--- src/rtl/hsv2rgb_pkg.sv ---
// Shared types and constants for the HSV to RGB colour converter.
// Holds the word formats of both channels and of the internal pipeline stages.
// Depends on nothing.
package hsv2rgb_pkg;

    localparam int HUE_BITS     = 16;
    localparam int CHANNEL_BITS = 8;
    localparam int SCALE_BITS   = HUE_BITS + CHANNEL_BITS;
    localparam int PROD_BITS    = 2 * CHANNEL_BITS;

    localparam logic [CHANNEL_BITS-1:0] CH_MAX     = '1;
    localparam logic [SCALE_BITS-1:0]   FULL_SCALE = {CH_MAX, {HUE_BITS{1'b0}}};

    typedef enum logic [2:0] {
        SECTOR_RED     = 3'd0,
        SECTOR_YELLOW  = 3'd1,
        SECTOR_GREEN   = 3'd2,
        SECTOR_CYAN    = 3'd3,
        SECTOR_BLUE    = 3'd4,
        SECTOR_MAGENTA = 3'd5
    } sector_t;

    typedef struct packed {
        logic [HUE_BITS-1:0]     hue;
        logic [CHANNEL_BITS-1:0] saturation;
        logic [CHANNEL_BITS-1:0] brightness;
    } hsv_word_t;

    typedef struct packed {
        logic [CHANNEL_BITS-1:0] red;
        logic [CHANNEL_BITS-1:0] green;
        logic [CHANNEL_BITS-1:0] blue;
    } rgb_word_t;

    typedef struct packed {
        sector_t                 sector;
        logic [HUE_BITS-1:0]     frac;
        logic [CHANNEL_BITS-1:0] sat;
        logic [CHANNEL_BITS-1:0] val;
    } sector_word_t;

    typedef struct packed {
        sector_t                 sector;
        logic [CHANNEL_BITS-1:0] val;
        logic [PROD_BITS-1:0]    p_prod;
        logic [SCALE_BITS-1:0]   sf;
        logic [SCALE_BITS-1:0]   sg;
    } product_word_t;

    typedef struct packed {
        sector_t                 sector;
        logic [CHANNEL_BITS-1:0] val;
        logic [PROD_BITS-1:0]    p_prod;
        logic [PROD_BITS-1:0]    q_prod;
        logic [PROD_BITS-1:0]    t_prod;
    } scaled_word_t;

endpackage

--- src/rtl/hsv2rgb_sector.sv ---
// First pipeline stage: splits the hue into a sector and a fraction within it.
// Depends on hsv2rgb_pkg.
module hsv2rgb_sector (
    input  logic                      clk,
    input  logic                      rst_n,
    input  logic                      in_valid,
    output logic                      in_ready,
    input  hsv2rgb_pkg::hsv_word_t    in_data,
    output logic                      out_valid,
    input  logic                      out_ready,
    output hsv2rgb_pkg::sector_word_t out_data
);

    logic                                   valid_reg;
    hsv2rgb_pkg::sector_word_t              data_reg;
    hsv2rgb_pkg::sector_word_t              data_next;
    logic [hsv2rgb_pkg::HUE_BITS+2:0]       hue6;
    logic                                   load;

    assign in_ready = !valid_reg || out_ready;
    assign load     = in_valid && in_ready;

    always_comb
    begin
        hue6 = ({3'b000, in_data.hue} << 2) + ({3'b000, in_data.hue} << 1);
        data_next.sector = hsv2rgb_pkg::sector_t'(hue6[hsv2rgb_pkg::HUE_BITS+2:
                                                       hsv2rgb_pkg::HUE_BITS]);
        data_next.frac   = hue6[hsv2rgb_pkg::HUE_BITS-1:0];
        data_next.sat    = in_data.saturation;
        data_next.val    = in_data.brightness;
    end

    always_ff @(posedge clk or negedge rst_n)
    begin
        if (!rst_n)
        begin
            valid_reg <= 1'b0;
        end
        else if (in_ready)
        begin
            valid_reg <= in_valid;
        end
    end

    always_ff @(posedge clk)
    begin
        if (load)
        begin
            data_reg <= data_next;
        end
    end

    assign out_valid = valid_reg;
    assign out_data  = data_reg;

endmodule

--- src/rtl/hsv2rgb_scale.sv ---
// Second and third pipeline stages: saturation products, then the products with value.
// Depends on hsv2rgb_pkg.
module hsv2rgb_scale (
    input  logic                      clk,
    input  logic                      rst_n,
    input  logic                      in_valid,
    output logic                      in_ready,
    input  hsv2rgb_pkg::sector_word_t in_data,
    output logic                      out_valid,
    input  logic                      out_ready,
    output hsv2rgb_pkg::scaled_word_t out_data
);

    localparam int WIDE_BITS = hsv2rgb_pkg::CHANNEL_BITS + hsv2rgb_pkg::SCALE_BITS;

    logic                                s2_valid_reg;
    hsv2rgb_pkg::product_word_t          s2_reg;
    hsv2rgb_pkg::product_word_t          s2_next;
    logic                                s2_ready;
    logic                                s3_valid_reg;
    hsv2rgb_pkg::scaled_word_t           s3_reg;
    hsv2rgb_pkg::scaled_word_t           s3_next;
    logic                                s3_ready;
    logic [hsv2rgb_pkg::HUE_BITS:0]      cfrac;
    logic [hsv2rgb_pkg::SCALE_BITS-1:0]  nq;
    logic [hsv2rgb_pkg::SCALE_BITS-1:0]  nt;
    logic [WIDE_BITS-1:0]                q_full;
    logic [WIDE_BITS-1:0]                t_full;

    assign s3_ready = !s3_valid_reg || out_ready;
    assign s2_ready = !s2_valid_reg || s3_ready;
    assign in_ready = s2_ready;

    always_comb
    begin
        cfrac = {1'b1, {hsv2rgb_pkg::HUE_BITS{1'b0}}} - {1'b0, in_data.frac};
        s2_next.sector = in_data.sector;
        s2_next.val    = in_data.val;
        s2_next.p_prod = hsv2rgb_pkg::PROD_BITS'(in_data.val)
                       * hsv2rgb_pkg::PROD_BITS'(hsv2rgb_pkg::CH_MAX - in_data.sat);
        s2_next.sf     = hsv2rgb_pkg::SCALE_BITS'(in_data.sat)
                       * hsv2rgb_pkg::SCALE_BITS'(in_data.frac);
        s2_next.sg     = hsv2rgb_pkg::SCALE_BITS'(in_data.sat)
                       * hsv2rgb_pkg::SCALE_BITS'(cfrac);
    end

    always_comb
    begin
        nq     = hsv2rgb_pkg::FULL_SCALE - s2_reg.sf;
        nt     = hsv2rgb_pkg::FULL_SCALE - s2_reg.sg;
        q_full = WIDE_BITS'(s2_reg.val) * WIDE_BITS'(nq);
        t_full = WIDE_BITS'(s2_reg.val) * WIDE_BITS'(nt);
        s3_next.sector = s2_reg.sector;
        s3_next.val    = s2_reg.val;
        s3_next.p_prod = s2_reg.p_prod;
        s3_next.q_prod = q_full[WIDE_BITS-1:hsv2rgb_pkg::HUE_BITS];
        s3_next.t_prod = t_full[WIDE_BITS-1:hsv2rgb_pkg::HUE_BITS];
    end

    always_ff @(posedge clk or negedge rst_n)
    begin
        if (!rst_n)
        begin
            s2_valid_reg <= 1'b0;
            s3_valid_reg <= 1'b0;
        end
        else
        begin
            if (s2_ready)
            begin
                s2_valid_reg <= in_valid;
            end
            if (s3_ready)
            begin
                s3_valid_reg <= s2_valid_reg;
            end
        end
    end

    always_ff @(posedge clk)
    begin
        if (in_valid && s2_ready)
        begin
            s2_reg <= s2_next;
        end
        if (s2_valid_reg && s3_ready)
        begin
            s3_reg <= s3_next;
        end
    end

    assign out_valid = s3_valid_reg;
    assign out_data  = s3_reg;

    assert property (@(posedge clk) disable iff (!rst_n)
        s2_valid_reg && !s3_ready |=> s2_valid_reg && $stable(s2_reg))
    else $error("A stalled product word was lost or changed.");

    assert property (@(posedge clk) disable iff (!rst_n)
        s3_valid_reg |-> s3_reg.q_prod >= s3_reg.p_prod)
    else $error("The q product fell below the p product.");

endmodule

--- src/rtl/hsv2rgb_route.sv ---
// Last pipeline stage: scales the products back to channel range and routes them by sector.
// Depends on hsv2rgb_pkg.
module hsv2rgb_route (
    input  logic                      clk,
    input  logic                      rst_n,
    input  logic                      in_valid,
    output logic                      in_ready,
    input  hsv2rgb_pkg::scaled_word_t in_data,
    output logic                      out_valid,
    input  logic                      out_ready,
    output hsv2rgb_pkg::rgb_word_t    out_data
);

    localparam int CB = hsv2rgb_pkg::CHANNEL_BITS;

    logic                   valid_reg;
    hsv2rgb_pkg::rgb_word_t rgb_reg;
    hsv2rgb_pkg::rgb_word_t rgb_next;
    logic [CB-1:0]          p_ch;
    logic [CB-1:0]          q_ch;
    logic [CB-1:0]          t_ch;
    logic [CB-1:0]          v_ch;

    // Division by 2^n - 1 of a product no larger than the square of full scale.
    function automatic logic [CB-1:0] div_max(input logic [hsv2rgb_pkg::PROD_BITS-1:0] y);
        logic [CB:0] hi;
        logic [CB:0] sum;
        logic [CB:0] quo;
        hi  = {1'b0, y[2*CB-1:CB]};
        sum = hi + {1'b0, y[CB-1:0]};
        quo = hi + (CB+1)'(sum >= {1'b0, hsv2rgb_pkg::CH_MAX})
                 + (CB+1)'(sum >= {hsv2rgb_pkg::CH_MAX, 1'b0});
        return quo[CB-1:0];
    endfunction

    assign in_ready = !valid_reg || out_ready;

    always_comb
    begin
        v_ch = in_data.val;
        p_ch = div_max(in_data.p_prod);
        q_ch = div_max(in_data.q_prod);
        t_ch = div_max(in_data.t_prod);
        case (in_data.sector)
            hsv2rgb_pkg::SECTOR_RED:
            begin
                rgb_next = '{red: v_ch, green: t_ch, blue: p_ch};
            end
            hsv2rgb_pkg::SECTOR_YELLOW:
            begin
                rgb_next = '{red: q_ch, green: v_ch, blue: p_ch};
            end
            hsv2rgb_pkg::SECTOR_GREEN:
            begin
                rgb_next = '{red: p_ch, green: v_ch, blue: t_ch};
            end
            hsv2rgb_pkg::SECTOR_CYAN:
            begin
                rgb_next = '{red: p_ch, green: q_ch, blue: v_ch};
            end
            hsv2rgb_pkg::SECTOR_BLUE:
            begin
                rgb_next = '{red: t_ch, green: p_ch, blue: v_ch};
            end
            default:
            begin
                rgb_next = '{red: v_ch, green: p_ch, blue: q_ch};
            end
        endcase
    end

    always_ff @(posedge clk or negedge rst_n)
    begin
        if (!rst_n)
        begin
            valid_reg <= 1'b0;
        end
        else if (in_ready)
        begin
            valid_reg <= in_valid;
        end
    end

    always_ff @(posedge clk)
    begin
        if (in_valid && in_ready)
        begin
            rgb_reg <= rgb_next;
        end
    end

    assign out_valid = valid_reg;
    assign out_data  = rgb_reg;

    assert property (@(posedge clk) disable iff (!rst_n)
        in_valid |-> rgb_next.red <= v_ch && rgb_next.green <= v_ch && rgb_next.blue <= v_ch)
    else $error("A channel exceeds the brightness of its pixel.");

    assert property (@(posedge clk) disable iff (!rst_n)
        in_valid |-> rgb_next.red == v_ch || rgb_next.green == v_ch || rgb_next.blue == v_ch)
    else $error("No channel carries the brightness of its pixel.");

endmodule

--- src/rtl/hsv_to_rgb_converter.sv ---
// HSV to RGB colour converter, top level; instantiates the sector, scale and route
// stages and takes its word formats from hsv2rgb_pkg. A pixel word (16-bit hue as a
// fraction of a full turn, 8-bit saturation and brightness) enters on the hsv channel
// and its red, green and blue word leaves on the rgb channel after the four register
// stages (sector, two in scale, route), two of which hold the saturation and brightness
// multipliers. The pipeline takes a new word in every cycle while rgb is not stalled, so
// the sustained rate is one pixel per clock. Back-pressure on rgb stalls only the stages
// that are full, and nothing is dropped or repeated. Results are truncated toward zero.
module hsv_to_rgb_converter (
    input  logic                   clk,
    input  logic                   rst_n,
    input  logic                   hsv_valid,
    output logic                   hsv_ready,
    input  hsv2rgb_pkg::hsv_word_t hsv,
    output logic                   rgb_valid,
    input  logic                   rgb_ready,
    output hsv2rgb_pkg::rgb_word_t rgb
);

    logic                      sec_valid;
    logic                      sec_ready;
    hsv2rgb_pkg::sector_word_t sec_data;
    logic                      scl_valid;
    logic                      scl_ready;
    hsv2rgb_pkg::scaled_word_t scl_data;

    hsv2rgb_sector u_sector (
        .clk       (clk),
        .rst_n     (rst_n),
        .in_valid  (hsv_valid),
        .in_ready  (hsv_ready),
        .in_data   (hsv),
        .out_valid (sec_valid),
        .out_ready (sec_ready),
        .out_data  (sec_data)
    );

    hsv2rgb_scale u_scale (
        .clk       (clk),
        .rst_n     (rst_n),
        .in_valid  (sec_valid),
        .in_ready  (sec_ready),
        .in_data   (sec_data),
        .out_valid (scl_valid),
        .out_ready (scl_ready),
        .out_data  (scl_data)
    );

    hsv2rgb_route u_route (
        .clk       (clk),
        .rst_n     (rst_n),
        .in_valid  (scl_valid),
        .in_ready  (scl_ready),
        .in_data   (scl_data),
        .out_valid (rgb_valid),
        .out_ready (rgb_ready),
        .out_data  (rgb)
    );

    assert property (@(posedge clk) disable iff (!rst_n)
        !hsv_ready |-> rgb_valid && sec_valid && scl_valid)
    else $error("Input held off while the pipeline still has an empty stage.");

endmodule

--- config.mk ---
export PLATFORM = sky130hd
export DESIGN_NAME = hsv_to_rgb_converter
export DESIGN_NICKNAME = d
export VERILOG_FILES = /design/src/rtl/hsv2rgb_pkg.sv /design/src/rtl/hsv2rgb_sector.sv /design/src/rtl/hsv2rgb_scale.sv /design/src/rtl/hsv2rgb_route.sv /design/src/rtl/hsv_to_rgb_converter.sv
export SDC_FILE = /design/constraint.sdc
export NUM_CORES = 2
export LEC_CHECK = 0
export BUFFER_PORTS_ARGS = -buffer_cell sky130_fd_sc_hd__clkbuf_2
export CORE_MARGIN = 3
export CORE_UTILIZATION = 55
export DETAILED_ROUTE_END_ITERATION = 6
export PLACE_DENSITY = 0.71
export SLEW_MARGIN = 20
export SYNTH_ARGS = -nofsm -noshare
export SYNTH_HDL_FRONTEND = slang
export SYNTH_HIERARCHICAL = 1
export SYNTH_SLANG_ARGS = --single-unit
--- constraint.sdc ---
create_clock -name clk -period 8.4 [get_ports clk]
set_input_delay 0.42 -clock clk [delete_from_list [all_inputs] [get_ports clk]]
set_output_delay 0.42 -clock clk [all_outputs]
set_load 0.1 [all_outputs]
Yosys cells after proc, flatten, opt, wreduce, memory -nomap -nowiden
Cells that the tools add are included.
- word-level logic and storage cells: 64
- flip-flop bits (word level): 197
- input bits: 36
- output and inout bits: 26
- eq/ne operators: 4
- $mul: 5
- mux-type cells: 1
- reduce and logical (&&, ||, !) cells: 13
- $lt $le $gt $ge: 6
- add/subtract/negate cells: 14
- operators by type and width (kind ; count):
    $pmux W24 S5 ; 1
    $mul A8 B24 Y32 ; 2
    $add A8 B1 Y8 ; 6
    $sub A24 B24 Y24 const A ; 2
    $add A8 B8 Y9 ; 3
    $ge A9 B8 Y1 const B ; 3
    $ge A9 B9 Y1 const B ; 3
    $mul A8 B16 Y24 ; 1
    $mul A8 B17 Y24 ; 1
    $add A18 B17 Y19 ; 1
    $sub A17 B16 Y17 const A ; 1
    $mul A8 B16 Y16 ; 1
    $sub A8 B8 Y9 const A ; 1
    $eq A3 B2 Y1 const B ; 2
    $logic_and A1 B1 Y1 ; 4
    $logic_not A1 Y1 ; 4
    $logic_or A1 B1 Y1 ; 4
    $eq A3 B1 Y1 const B ; 1
    $eq A3 B3 Y1 const B ; 1
    $logic_not A3 Y1 ; 1

Longest topological paths before layout
- word-level depth: 6
- gate-level depth with buffers: 27
- gate-level depth less buffers: 25

Modules after synthesis
The synthesis kept the hierarchy.
- by module, submodules not included (module ; area each (um^2) ; times used ; cells each ; sequential area each (um^2)):
    hsv2rgb_scale ; 26340.3 ; 1 ; 2744 ; 4043.9
    hsv2rgb_route ; 3061.7 ; 1 ; 377 ; 745.7
    hsv2rgb_sector ; 1779.2 ; 1 ; 121 ; 1046.0

Least setup slack after synthesis
No wires, ideal clock.
- path kind: register to register
- start point: reg u_scale/s2_reg[32] in the netlist's numbering
- end point: reg u_scale.s3_reg (netlist bit u_scale/out_data[23]), data pin
- cell stages (with the launch flop): 25
- clock period less this slack: 6.245 ns
- data required time: 8.139 ns
- data arrival time: 5.984 ns
- buffers on the path: 0
- library setup time: 0.261 ns
- path slack: 2.155 ns
- cell sequence: edfxtp_1 -> or4_1 -> nor4_1 -> nand2b_1 -> nor2_1 -> nor2b_1 -> xnor2_1 -> nand2_1 -> fa_1 -> inv_1 -> fa_1 -> fa_1 -> inv_1 -> fa_1 -> inv_1 -> ha_1 -> a21oi_1 -> o21ai_0 -> or3_1 -> or2_2 -> a31oi_1 -> nor2b_1 -> o21ai_0 -> nor3b_1 -> nor2_1
- word-level cells in the longest chain between the ends: 2
- RTL lines (element ; RTL line ; RTL):
    start, declared ; hsv2rgb_scale.sv:17 ; hsv2rgb_pkg::product_word_t s2_reg;
    start signal, assigned ; hsv2rgb_scale.sv:84 ; s2_reg <= s2_next;
    $sub A24 B24 Y24 ; hsv2rgb_scale.sv:49 ; nq = hsv2rgb_pkg::FULL_SCALE - s2_reg.sf;
    $mul A8 B24 Y32 ; hsv2rgb_scale.sv:51 ; q_full = WIDE_BITS'(s2_reg.val) * WIDE_BITS'(nq);
    net u_scale.q_full[23] ; hsv2rgb_scale.sv:27 ; logic [WIDE_BITS-1:0] q_full;
    end signal, assigned ; hsv2rgb_scale.sv:88 ; s3_reg <= s3_next;
    end, declared ; hsv2rgb_scale.sv:21 ; hsv2rgb_pkg::scaled_word_t s3_reg;
The timed path passes the listed nets, and every way through them passes these cells.
A chain may end at the register's enable or synchronous reset.

==> run metrics <==
RSZ-0062 raised after global routing false; largest area contributor in the netlist fa_1; post-detail-place hpwl 53500 um; num rows 86; Least-Margin Pin Slew 1.11 ns; run status complete, no violations; CTS H-tree depth 4; register bit count reported by yosys 195; Syn Nets 4027; Reg clk slew, reported paths 0.08 ns; total track usage 24.0%; clk root buf clkbuf_16; TritonCTS clock tree yes; Setup Viol. Count Final 0; max FFs per register 74; post-synth top area share 30.8%; Max Buffers Root-to-Sink 2; DR WL/cell 17.1 um; Syn Inst Count 3242; cell breakdown of the critical path inv_1 -> ha_1 -> nand2_1 -> nor4_1 -> nor2b_1 -> xnor2_1 -> and2_1 -> fa_1 -> fa_1 -> fa_1 -> inv_1 -> fa_1 -> inv_1 -> ha_1 -> and4_1 -> a221oi_1 -> a31oi_1 -> a21oi_1 -> o22ai_1 -> o41ai_1 -> xnor2_1; initial antenna violation count 0; count of different cell masters after synthesis 83; number of DRC markers in iteration 0 1467; crit path kind flop to flop; Detailed Routing Iterations Pass 1 5; chip height 244 um; Slowest-stage cell, CP edfxtp_1; die area 0.0596 mm^2; largest net degree at the start of global routing 75; final hold violations 0; Die W 244 um; IO Pins 62; Core Area 0.0556 mm^2; register area share after synthesis 18.7%; DR DRC count 0; Final Skew 0.0128 ns; Ys Warns 6; CP arrival 7.12 ns; most common cell type on the critical path fa_1; antenna diode count 0; Finished Cell Area 0.0328 mm^2; most common cell in the netlist inv_1; final setup TNS 0 ns; vias in the first global route 23800; max incr delay on CP 0.61 ns; ys async rst share 2.05%; Final Max Tran Viols 0; RD Place Congestion 0.892; via count 22100; dominant synthesized flop cell edfxtp_1; CP endpoint kind flop; Synth top cells by count 544 x inv_1, 479 x fa_1, 433 x and2_1; Req. time, crit path 8.63 ns; initial core utilization 56.1%; clk_lat worst skew 0.49 ns; Setup Buffers After CTS 0; Placed Instance Area 0.0321 mm^2; hold crit path type primary input to flop; share of cells above drive strength 1 4.56%; worst-path fanout max 13; CTS buffer count 17; min Tclk post-route 6.89 ns; port bufs 61; WL final 68300 um; Vias/cell 5.54; first-pass GRT wire length 116000 um; Sink Count 195; Slew headroom 26.0%; EDFF count, synth 191; Syn-to-layout area delta 5.11%; max_cap viols 0; ANT nets after route 0; Final nets 4021; Tcrit/Tclk final 82.0%; GRT Residual Overflow 0; top cells by area, synth fa_1 31%, edfxtp_1 18%, ha_1 11%; average size of a mapped cell 9.62 um^2; final hold slack 0.108 ns; crit path launch type flop; Cell Area, Synth 0.0312 mm^2; fmax 0.145 GHz
-- repair_timing --
action | 4_1_cts | 5_1_grt
hold endpoints to repair | 4 | 0
hold buffers | 1 | 0
gates resized for setup | 0 | 0
-- metal layers --
| metal | up-vias | track usage [%] | wire (um) |
|---|---|---|---|
| li1 | 10300 | - | - |
| met1 | 11200 | 32.3 | 30400 |
| met2 | 584 | 41.2 | 33500 |
| met3 | 114 | 2.98 | 2980 |
| met4 | 0 | 6.60 | 1430 |
| met5 | - | 0 | 0 |
-- placed cells by master (no fill, tap or decap), drive strengths merged, types with 5 or more instances in the layout --
| cell | Yosys | final |
|---|---|---|
| and2 | 438 | 438 |
| nor3 | 33 | 33 |
| o211ai | 12 | 12 |
| o21ai | 65 | 65 |
| xor2 | 56 | 56 |
| a32oi | 5 | 5 |
| a211oi | 14 | 14 |
| edfxtp | 191 | 191 |
| clkbuf | 94 | 78 |
| or3 | 12 | 12 |
| a211o | 7 | 7 |
| ha | 270 | 270 |
| a22oi | 5 | 5 |
| xnor2 | 107 | 107 |
| nand4 | 19 | 19 |
| a21oi | 96 | 96 |
| inv | 545 | 552 |
| or4 | 7 | 7 |
| nand3 | 24 | 24 |
| nand3b | 9 | 9 |
| nor4 | 11 | 11 |
| mux2i | 7 | 7 |
| nand2 | 272 | 272 |
| a21o | 53 | 53 |
| nand2b | 55 | 55 |
| a21boi | 10 | 10 |
| o21a | 11 | 11 |
| or2 | 7 | 7 |
| o21bai | 7 | 7 |
| a31oi | 16 | 16 |
| nor3b | 9 | 9 |
| and3 | 19 | 19 |
| o31ai | 9 | 9 |
| nor2 | 130 | 130 |
| buf | 13 | 20 |
| and4 | 7 | 7 |
| clkinv | 0 | 5 |
| nor2b | 71 | 71 |
| fa | 479 | 479 |
-- logic make-up after synthesis --
group                    synth area share, %
AO/OA/AOI/OAI                           7.29
XOR/XNOR                                4.60
adder cells (fa/ha/maj)                 41.6
buffers and inverters                   7.93
flip-flops                              18.7
multiplexers                           0.333
other                                 0.0120
AND/OR/NAND/NOR                         19.5
-- metrics by stage --
step	instances	util [%]	setup WS, ns
2_1_floorplan	3242	-	2.16
3_5_place_dp	3964	57.8	1.53
4_1_cts	3997	58.9	1.51
5_1_grt	3997	58.9	0.935
3_3_place_gp	3964	57.8	1.74
6_report	3997	58.9	1.51
-- critical path: cells and delay by family, from the launching register on --
kind	cells	cell delay, ns
and+or+nand+nor	5	1.23
adders and majority gates	6	2.48
xor gates and xnor gates	2	0.39
DFF	1	0.61
AOI/OAI and AO/OA	5	1.67
buffers and inverters	3	0.27
-- path summary, 6_finish.rpt --
| check | from | slack, ns | cells past startpoint | to |
|---|---|---|---|---|
| setup / recovery | u_scale/s2_reg[24] | 1.51 | 21 | u_scale/out_data[15] |
| hold / removal | hsv[13] | 0.11 | 1 | u_sector/out_data[13] |
| setup reg to reg | u_scale/s2_reg[24] | 1.51 | 21 | u_scale/out_data[15] |
| hold reg to reg | u_scale/s2_reg[50] | 0.42 | 0 | u_scale/out_data[34] |
| max in group asynchronous | rst_n | 8.00 | 2 | u_sector/out_valid |
| min in group asynchronous | rst_n | 0.27 | 2 | u_scale/out_valid |
-- layout make-up --
class | instances | area, um^2
Sequential cell | 195 | 5840
Tap cell | 748 | 936
Fill cell | 4778 | 22900
Multi-Input combinational cell | 2395 | 22900
Clock buffer | 17 | 425
Inverter | 545 | 2050
Clock inverter | 15 | 190
Timing Repair Buffer | 82 | 465
Power is not shown: default switching activity piles up to over one toggle a cycle in this logic, so the estimate is an artifact.
